--- src/hdl/sitda_pkg.sv ---
// Package for the signed integer to decimal ASCII converter.
// Holds the shared constants and the double-dabble pipeline word type.
// No dependencies.
package sitda_pkg;

	localparam int BIN_W           = 32;
	localparam int NUM_DIGITS      = 10;
	localparam int BCD_W           = 4 * NUM_DIGITS;
	localparam int DD_W            = BCD_W + BIN_W;
	localparam int STEPS_PER_STAGE = 8;
	localparam int IDX_W           = 4;

	localparam logic [6:0] ASCII_ZERO  = 7'd48;
	localparam logic [6:0] ASCII_MINUS = 7'd45;

	// Double-dabble working word: BCD digits on top, remaining binary below.
	typedef struct packed {
		logic             neg;
		logic [DD_W-1:0]  dd;
	} dd_word_t;

endpackage

--- src/hdl/sitda_dabble.sv ---
// One combinational slice of the binary to BCD conversion: eight
// shift-and-add-3 steps. Depends on sitda_pkg.
module sitda_dabble (
	input  sitda_pkg::dd_word_t word_in,
	output sitda_pkg::dd_word_t word_out
);

	always_comb begin
		logic [sitda_pkg::DD_W-1:0] w;
		w = word_in.dd;
		for (int s = 0; s < sitda_pkg::STEPS_PER_STAGE; s++) begin
			for (int d = 0; d < sitda_pkg::NUM_DIGITS; d++) begin
				if (w[sitda_pkg::BIN_W + 4*d +: 4] >= 4'd5) begin
					w[sitda_pkg::BIN_W + 4*d +: 4] = w[sitda_pkg::BIN_W + 4*d +: 4] + 4'd3;
				end
			end
			w = {w[sitda_pkg::DD_W-2:0], 1'b0};
		end
		word_out.neg = word_in.neg;
		word_out.dd  = w;
	end

endmodule

--- src/hdl/signed_int_to_decimal_ascii.sv ---
// Top level of the signed integer to decimal ASCII converter.
// Depends on sitda_pkg and sitda_dabble.

// Each accepted 32-bit two's complement word comes out as its decimal text,
// one ASCII character per output word, most significant first, with last
// set on the final character. Negative values start with '-', the most
// negative value included; zero gives a single '0'; leading zeros are never
// sent. A number gives 1 to 11 characters, the sign included.
// The next number's first character follows the previous last character
// with no idle cycle between them when that number already waits in the
// last pipeline stage, and the character emitter at the end sets the
// sustained rate. Ahead of it sits a six-stage pipeline: the magnitude is
// formed, four stages of eight double-dabble steps each turn it into ten
// BCD digits, and a last stage finds the leading digit. The pipeline takes
// a new word in every cycle while it has room, so the next numbers are
// converted while the current text is still being sent.
// A stall on the output holds the character and backs up the pipeline
// without losing or repeating anything.
module signed_int_to_decimal_ascii (
	input  logic        clk,
	input  logic        arst_n,
	input  logic        in_valid,
	output logic        in_stall,
	input  logic [31:0] value,
	output logic        out_valid,
	input  logic        out_stall,
	output logic [6:0]  character,
	output logic        last
);

	// Pipeline stage registers. Valid bits travel with each stage's word.
	sitda_pkg::dd_word_t word_s1, word_s2, word_s3, word_s4, word_s5;
	sitda_pkg::dd_word_t dab_s2, dab_s3, dab_s4, dab_s5;
	logic [sitda_pkg::BCD_W-1:0] bcd_s6;
	logic [sitda_pkg::IDX_W-1:0] top_s6;
	logic                        neg_s6;
	logic v_s1, v_s2, v_s3, v_s4, v_s5, v_s6;
	logic ld_s1, ld_s2, ld_s3, ld_s4, ld_s5, ld_s6;

	// Character emitter registers.
	logic [sitda_pkg::BCD_W-1:0] digits_q;
	logic [sitda_pkg::IDX_W-1:0] idx_q;
	logic                        minus_q;
	logic                        busy_q;

	logic                        out_take;
	logic                        em_ready;
	logic [sitda_pkg::IDX_W-1:0] top_d;
	logic [3:0]                  cur_digit;

	// A stage loads when it is empty or its word moves on in this cycle.
	assign em_ready = !busy_q || (out_take && last);
	assign ld_s6    = !v_s6 || em_ready;
	assign ld_s5    = !v_s5 || ld_s6;
	assign ld_s4    = !v_s4 || ld_s5;
	assign ld_s3    = !v_s3 || ld_s4;
	assign ld_s2    = !v_s2 || ld_s3;
	assign ld_s1    = !v_s1 || ld_s2;
	assign in_stall = !ld_s1;

	always_ff @(posedge clk or negedge arst_n) begin
		if (!arst_n) begin
			v_s1 <= 1'b0;
			v_s2 <= 1'b0;
			v_s3 <= 1'b0;
			v_s4 <= 1'b0;
			v_s5 <= 1'b0;
			v_s6 <= 1'b0;
		end else begin
			if (ld_s1) v_s1 <= in_valid;
			if (ld_s2) v_s2 <= v_s1;
			if (ld_s3) v_s3 <= v_s2;
			if (ld_s4) v_s4 <= v_s3;
			if (ld_s5) v_s5 <= v_s4;
			if (ld_s6) v_s6 <= v_s5;
		end
	end

	// Stage 1: sign and magnitude. Negation at 32 unsigned bits keeps the
	// most negative value intact as 2^31.
	always_ff @(posedge clk) begin
		if (ld_s1) begin
			word_s1.neg <= value[31];
			word_s1.dd  <= {{sitda_pkg::BCD_W{1'b0}},
				(value[31] ? (32'd0 - value) : value)};
		end
	end

	// Stages 2 to 5: eight double-dabble steps each, 32 in all.
	sitda_dabble u_dab2 (.word_in(word_s1), .word_out(dab_s2));
	sitda_dabble u_dab3 (.word_in(word_s2), .word_out(dab_s3));
	sitda_dabble u_dab4 (.word_in(word_s3), .word_out(dab_s4));
	sitda_dabble u_dab5 (.word_in(word_s4), .word_out(dab_s5));

	always_ff @(posedge clk) begin
		if (ld_s2) word_s2 <= dab_s2;
		if (ld_s3) word_s3 <= dab_s3;
		if (ld_s4) word_s4 <= dab_s4;
		if (ld_s5) word_s5 <= dab_s5;
	end

	// Stage 6: index of the leading nonzero digit, or digit zero when the
	// whole value is zero.
	always_comb begin
		top_d = '0;
		for (int d = 0; d < sitda_pkg::NUM_DIGITS; d++) begin
			if (word_s5.dd[sitda_pkg::BIN_W + 4*d +: 4] != 4'd0) begin
				top_d = sitda_pkg::IDX_W'(d);
			end
		end
	end

	always_ff @(posedge clk) begin
		if (ld_s6) begin
			bcd_s6 <= word_s5.dd[sitda_pkg::DD_W-1:sitda_pkg::BIN_W];
			top_s6 <= top_d;
			neg_s6 <= word_s5.neg;
		end
	end

	// Emitter: the output is driven from its registers, so a stalled
	// character holds. The minus sign goes first, then the digits from the
	// leading one down to digit zero, which carries last.
	always_comb begin
		cur_digit = 4'd0;
		for (int d = 0; d < sitda_pkg::NUM_DIGITS; d++) begin
			if (idx_q == sitda_pkg::IDX_W'(d)) begin
				cur_digit = digits_q[4*d +: 4];
			end
		end
	end

	assign out_valid = busy_q;
	assign character = minus_q ? sitda_pkg::ASCII_MINUS
		: (sitda_pkg::ASCII_ZERO + {3'b000, cur_digit});
	assign last      = !minus_q && (idx_q == '0);
	assign out_take  = busy_q && !out_stall;

	always_ff @(posedge clk or negedge arst_n) begin
		if (!arst_n) begin
			busy_q  <= 1'b0;
			minus_q <= 1'b0;
			idx_q   <= '0;
		end else begin
			if (em_ready) begin
				busy_q <= v_s6;
				if (v_s6) begin
					minus_q <= neg_s6;
					idx_q   <= top_s6;
				end
			end else if (out_take) begin
				if (minus_q) begin
					minus_q <= 1'b0;
				end else begin
					idx_q <= idx_q - 1'b1;
				end
			end
		end
	end

	always_ff @(posedge clk) begin
		if (em_ready && v_s6) begin
			digits_q <= bcd_s6;
		end
	end

endmodule
--- config.mk ---
export PLATFORM = sky130hd
export DESIGN_NAME = signed_int_to_decimal_ascii
export DESIGN_NICKNAME = d
export VERILOG_FILES = /design/src/hdl/sitda_pkg.sv /design/src/hdl/sitda_dabble.sv /design/src/hdl/signed_int_to_decimal_ascii.sv
export SDC_FILE = /design/constraint.sdc
export NUM_CORES = 1
export LEC_CHECK = 0
export BUFFER_PORTS_ARGS = -buffer_cell sky130_fd_sc_hd__buf_2
export CAP_MARGIN = 20
export CORE_AREA = 2 2 254 256
export CTS_BUF_LIST = sky130_fd_sc_hd__clkbuf_2
export CTS_CLUSTER_SIZE = 40
export DETAILED_ROUTE_END_ITERATION = 10
export DIE_AREA = 0 0 256 258
export PLACE_DENSITY_LB_ADDON = 0.08
export REMOVE_ABC_BUFFERS = 1
export SYNTH_ARGS = -nofsm -noshare
export SYNTH_HDL_FRONTEND = slang
export SYNTH_SLANG_ARGS = --single-unit
export TNS_END_PERCENT = 100
--- constraint.sdc ---
create_clock -name clk -period 10.6 [get_ports clk]
set_input_delay 0.53 -clock clk [delete_from_list [all_inputs] [get_ports clk]]
set_output_delay 0.53 -clock clk [all_outputs]
set_load 0.05 [all_outputs]
* After elaboration in Yosys (flattened, before gate mapping)
Index checks and enable logic that the tools add are counted.
** Cells by class
- Add/sub/neg operators :: 268
- $mul :: 0
- Divide/modulo/power cells :: 0
- Magnitude comparators :: 265
- Equal/unequal tests :: 11
- Shift-type cells :: 0
- Multiplexer cells :: 292
- Bitwise operators :: 0
- Reduce and logical (&&, ||, !) cells :: 35
** Operators with widths (count)
- $mux W4 :: 262
- $ge A4 B3 Y1 const B :: 255
- $add A4 B2 Y4 const B :: 234
- $mux W3 :: 22
- $add A3 B2 Y3 const B :: 21
- $reduce_bool A4 Y1 :: 9
- $sub A1 B32 Y32 const A :: 1
- $mux W31 :: 1
- $add A1 B2 Y3 const B :: 9
- $ge A1 B3 Y1 const B :: 9
- $eq A4 B3 Y1 const B :: 4
- $logic_not A1 Y1 :: 10
- $eq A4 B2 Y1 const B :: 2
- $eq A4 B4 Y1 const B :: 2
- $add A6 B4 Y7 const A :: 1
- $logic_or A1 B1 Y1 :: 7
- $mux W7 :: 1
- $mux W1 :: 6
- $eq A4 B1 Y1 const B :: 1
- $logic_and A1 B1 Y1 :: 4
- $logic_not A4 Y1 :: 1
- $sub A4 B1 Y4 const B :: 1
- $add A1 B2 Y3 const AB :: 1
- $ge A1 B3 Y1 const AB :: 1
- other kinds (6) :: 6
** Storage, ports and cells
- Register bits after elaboration :: 330
- Bits in latches :: 0
- Bits in writable memories :: 0
- Bits in read-only memories :: 0
- Bits of input ports :: 36
- Output and inout bits :: 10
- Memories :: 0

* Logic depth before layout (Yosys ltp)
- Depth after elaboration :: 16
- Depth in mapped cells :: 37
- Depth with buffers taken out :: 36

* Cells and area by module
From an unflattened synthesis, not the netlist that was laid out.
** Second synthesis, totals
- Cell total of the unflattened synthesis :: 7302
- Area total of the unflattened synthesis :: 58036.9 sq um
** By module, submodules not included
- sitda_dabble :: instances 4, cells an instance 1664, area each 11193.2 sq um, sequential area each 0.0 sq um
- signed_int_to_decimal_ascii :: instances 1, cells an instance 646, area each 13264.0 sq um, sequential area each 11651.2 sq um

* Least setup slack after synthesis
Ideal clock, no wire load.
- Path type :: register to register
- Start point :: register word_s4[60] (netlist name)
- End point :: register word_s5[70] (netlist name) (data pin)
- Arrival :: 6.059 ns
- Slack :: 4.274 ns
- Stages on the path, launching flop included :: 34
- Period minus slack after synthesis :: 6.326 ns
- Cells stage by stage :: edfxtp_1 > inv_1 > ha_1 > inv_1 > ha_1 > a21oi_1 > xnor2_1 > inv_1 > ha_1 > o21ai_0 > a31oi_1 > a21oi_1 > nor2b_1 > xnor2_1 > nand2_1 > ha_1 > a21oi_1 > xor3_1 > ha_1 > nor2_1 > nor2_1 > mux2_2 > a21oi_1 > xnor2_1 > inv_1 > ha_1 > inv_1 > ha_1 > a21oi_1 > xor2_1 > ha_1 > nand2b_1 > a21oi_1 > mux2i_1
** RTL lines
- from (decl) :: line signed_int_to_decimal_ascii.sv:32 : sitda_pkg::dd_word_t word_s1, word_s2, word_s3, word_s4, word_s5;
- from (signal assigned) :: line signed_int_to_decimal_ascii.sv:98 : if (ld_s4) word_s4 <= dab_s4;
- to (signal assigned) :: line signed_int_to_decimal_ascii.sv:99 : if (ld_s5) word_s5 <= dab_s5;
- to (decl) :: line signed_int_to_decimal_ascii.sv:32

==> flow_summary.json <==
{
  "clockRootBuffer": "clkbuf_2",
  "rows": 93,
  "htree_levels": 3,
  "ios": 46,
  "ys_warn_count": 0,
  "yosysTopAreaCell": "edfxtp_1",
  "worstSetupPathType": "reg -> reg",
  "yosys-top-cells-count": "nor2_1, edfxtp_1, nand2_1, a21oi_1, inv_1",
  "synth_top_area_frac": 0.2889,
  "critPathMaxStageDelay_ps": 720,
  "min_from": "value[0]",
  "ctsLongestPathBuffers": 3,
  "ys_seq_elements": 284,
  "synth.most_common_cell": "nor2_1",
  "rsz0062_at_grt": "false",
  "r2r-end": "word_s5[70]$_DFFE_PP_",
  "hold-path-endpoint": "word_s1[0]$_DFFE_PN_",
  "finalCriticalPeriod_ps": 7274,
  "dpl.hpwl_microns": 44120,
  "coreArea_sq_mm": 0.06365,
  "gr-usage-met1": 0.2139,
  "drc": 0,
  "worstSetupStartpointType": "flop",
  "clkLatencyLatePin_ps": 1040,
  "tritoncts": "built",
  "area_growth_syn_to_layout_pct": 7.929,
  "cts_repair_resize_count": 0,
  "fin_crit_sh": 0.6862,
  "grt_use_total": 0.1731,
  "regToRegSetupSlack_ps": 3330,
  "fmaxAchievable_mhz": 137.5,
  "min_path_cells": 2,
  "drtAntennaViolNets": 0,
  "finalHoldViolCount": 0,
  "syn_avg_cell_area_sq_um": 8.692,
  "routed-via-count": 24466,
  "clk_pin_slew_ps": 90,
  "use_met2": 0.3104,
  "drtPass1Iterations": 6,
  "dieArea_sq_mm": 0.06605,
  "die_h_microns": 258,
  "yosys.cell_types.count": 139,
  "synth-edff-count": 272,
  "synth_area_leaders": "edfxtp_1, ha_1, a21oi_1",
  "ys_seq_area_frac": 0.2995,
  "hold_path_class": "in -> reg",
  "busiest_layer": "met2",
  "die_x_microns": 256,
  "numCtsBuffers": 77,
  "post_cts_buffers": 0,
  "finClkSkew_ps": 105.8,
  "clock-sinks": 284,
  "fin_tns_setup_ps": 0,
  "gp_congestion": 0.8125,
  "start_util": 0.4442,
  "status": "finished, final reports clean",
  "wl_per_cell_microns": 13.75,
  "syn_area_sq_mm": 0.02828,
  "slew-limit-headroom": 0.3095,
  "worstPathMaxFanout": 12,
  "use_met3": 0.02513,
  "nets": 3544,
  "reg2reg_depth": 33,
  "drt-initial-drc-count": 1501,
  "grt_max_degree": 47,
  "grt_pass1_vias": 22905,
  "antenna_found_initial": 1,
  "cp.arrival_ps": 8010,
  "crit_required_ps": 11340,
  "maxSlewViolCount": 0,
  "via_per_inst": 5.736,
  "port_buffers": 43,
  "grt_pass1_wl_microns": 100700,
  "wl_microns": 58660,
  "crit_slowest_cell": "a2bb2oi_1",
  "reg2reg_from": "word_s4[60]$_DFFE_PP_",
  "cap_viol_max_count": 0,
  "worst_setup_path_end_kind": "flop",
  "synth_ff_type": "edfxtp_1",
  "grt_overflow": 0,
  "tightest_slew_ps": 1031,
  "syn_inst": 3253,
  "setup_violations": 0,
  "drive_gt1_frac": 0.1242,
  "synthArstFlopShare": 0.04225
}
## stage by stage
stage	cells	hold WS, ps	area [sq um]	utilization	worst slack, ps
2_1_floorplan	3166	234.4	27890	-	4255
3_3_place_gp	4074	401.2	29260	0.4598	3743
3_5_place_dp	4075	404.5	29270	0.4598	3430
4_1_cts	4260	117.2	30500	0.4792	3396
5_1_grt	4265	171.0	30520	0.4795	2533
6_report	4265	267.3	30520	0.4795	3326
## area by class of cell
type / count / area [sq um]
clock inverter: 26 / 150.1
multi-input combinational: 2662 / 18610
fill: 6015 / 33130
tap: 855 / 1070
antenna: 4 / 10.01
sequential: 284 / 8468
timing repair buffer: 112 / 873.3
inverter: 220 / 827.0
clock buffer: 102 / 510.5
## state kept, by name, summed over array words and instances (netlist names)
| signal | flops |
|---|---|
| top_s6 | 4 |
| v_s4 | 1 |
| bcd_s6 | 40 |
| word_s2 | 35 |
| out_valid | 1 |
| word_s4 | 40 |
| minus_q | 1 |
| v_s5 | 1 |
| word_s3 | 38 |
| idx_q | 4 |
| digits_q | 40 |
| v_s2 | 1 |
| neg_s6 | 1 |
| v_s6 | 1 |
| v_s3 | 1 |
| v_s1 | 1 |
| word_s5 | 41 |
| word_s1 | 33 |
## critical path, delay by kind of cell (launching register included)
kind / cells / cell delay, ps
XOR/XNOR: 3 / 660
flip-flops: 1 / 440
AO/OA/AOI/OAI: 9 / 2410
AND/OR/NAND/NOR: 5 / 1050
multiplexers: 2 / 460
adder cells (fa/ha/maj): 7 / 1390
buffers and inverters: 7 / 580
## repair_timing
item | CTS | global route
hold endpoints to repair | 51 | 0
setup endpoints to repair | 0 | 0
hold buffers | 57 | 0
## logic make-up after synthesis
family / synth area share
adders and majority gates: 0.06788
xor gates and xnor gates: 0.05465
muxes: 0.06544
and+or+nand+nor: 0.1824
DFF: 0.2995
buffers and inverters: 0.04297
AOI/OAI and AO/OA: 0.2869
other: 0.0002656
## worst max path at each step
| stage | startpoint | endpoint | slack, ps | cells after the start |
|---|---|---|---|---|
| 6_report | word_s4[60]$_DFFE_PP_ | word_s5[70]$_DFFE_PP_ | 3330 | 33 |
| 5_1_grt | word_s4[61]$_DFFE_PP_ | word_s5[70]$_DFFE_PP_ | 2530 | 32 |
| 4_1_cts | word_s4[60]$_DFFE_PP_ | word_s5[70]$_DFFE_PP_ | 3400 | 33 |
| 3_5_place_dp | word_s4[60]$_DFFE_PP_ | word_s5[69]$_DFFE_PP_ | 3430 | 33 |
| 3_3_place_gp | word_s4[60]$_DFFE_PP_ | word_s5[70]$_DFFE_PP_ | 3740 | 33 |
| 2_1_floorplan | word_s4[60]$_DFFE_PP_ | word_s5[70]$_DFFE_PP_ | 4260 | 33 |
## layer usage
metal,vias to the layer above,wire length [microns]
li1,12570,-
met1,11471,27170
met2,341,28740
met3,84,1648
met4,0,1092
met5,-,0
## cell usage in the layout (no fill, tap or decap), types with 32 or more instances in the layout
cell	netlist	layout
buf_2	15	44
ha_1	151	151
xor2_1	33	33
nand2_1	258	256
o211ai_1	55	55
or3_1	36	36
o21a_1	32	32
nor2b_1	40	40
edfxtp_1	272	272
a21oi_1	229	229
a21o_1	48	48
a31oi_1	48	48
mux2i_1	89	89
and2_1	48	48
o21ai_0	198	198
o21ai_1	63	63
a211oi_1	46	46
nand2b_1	73	73
nor2_1	275	275
nor3_1	71	71
dlygate4sd3_1	0	57
mux2_2	66	66
nand3_1	72	70
inv_1	202	202
o22ai_1	37	37
xnor2_1	104	104
clkbuf_2	1	102
Power is not shown: default switching activity piles up to over one toggle a cycle in this logic, so the estimate is an artifact.
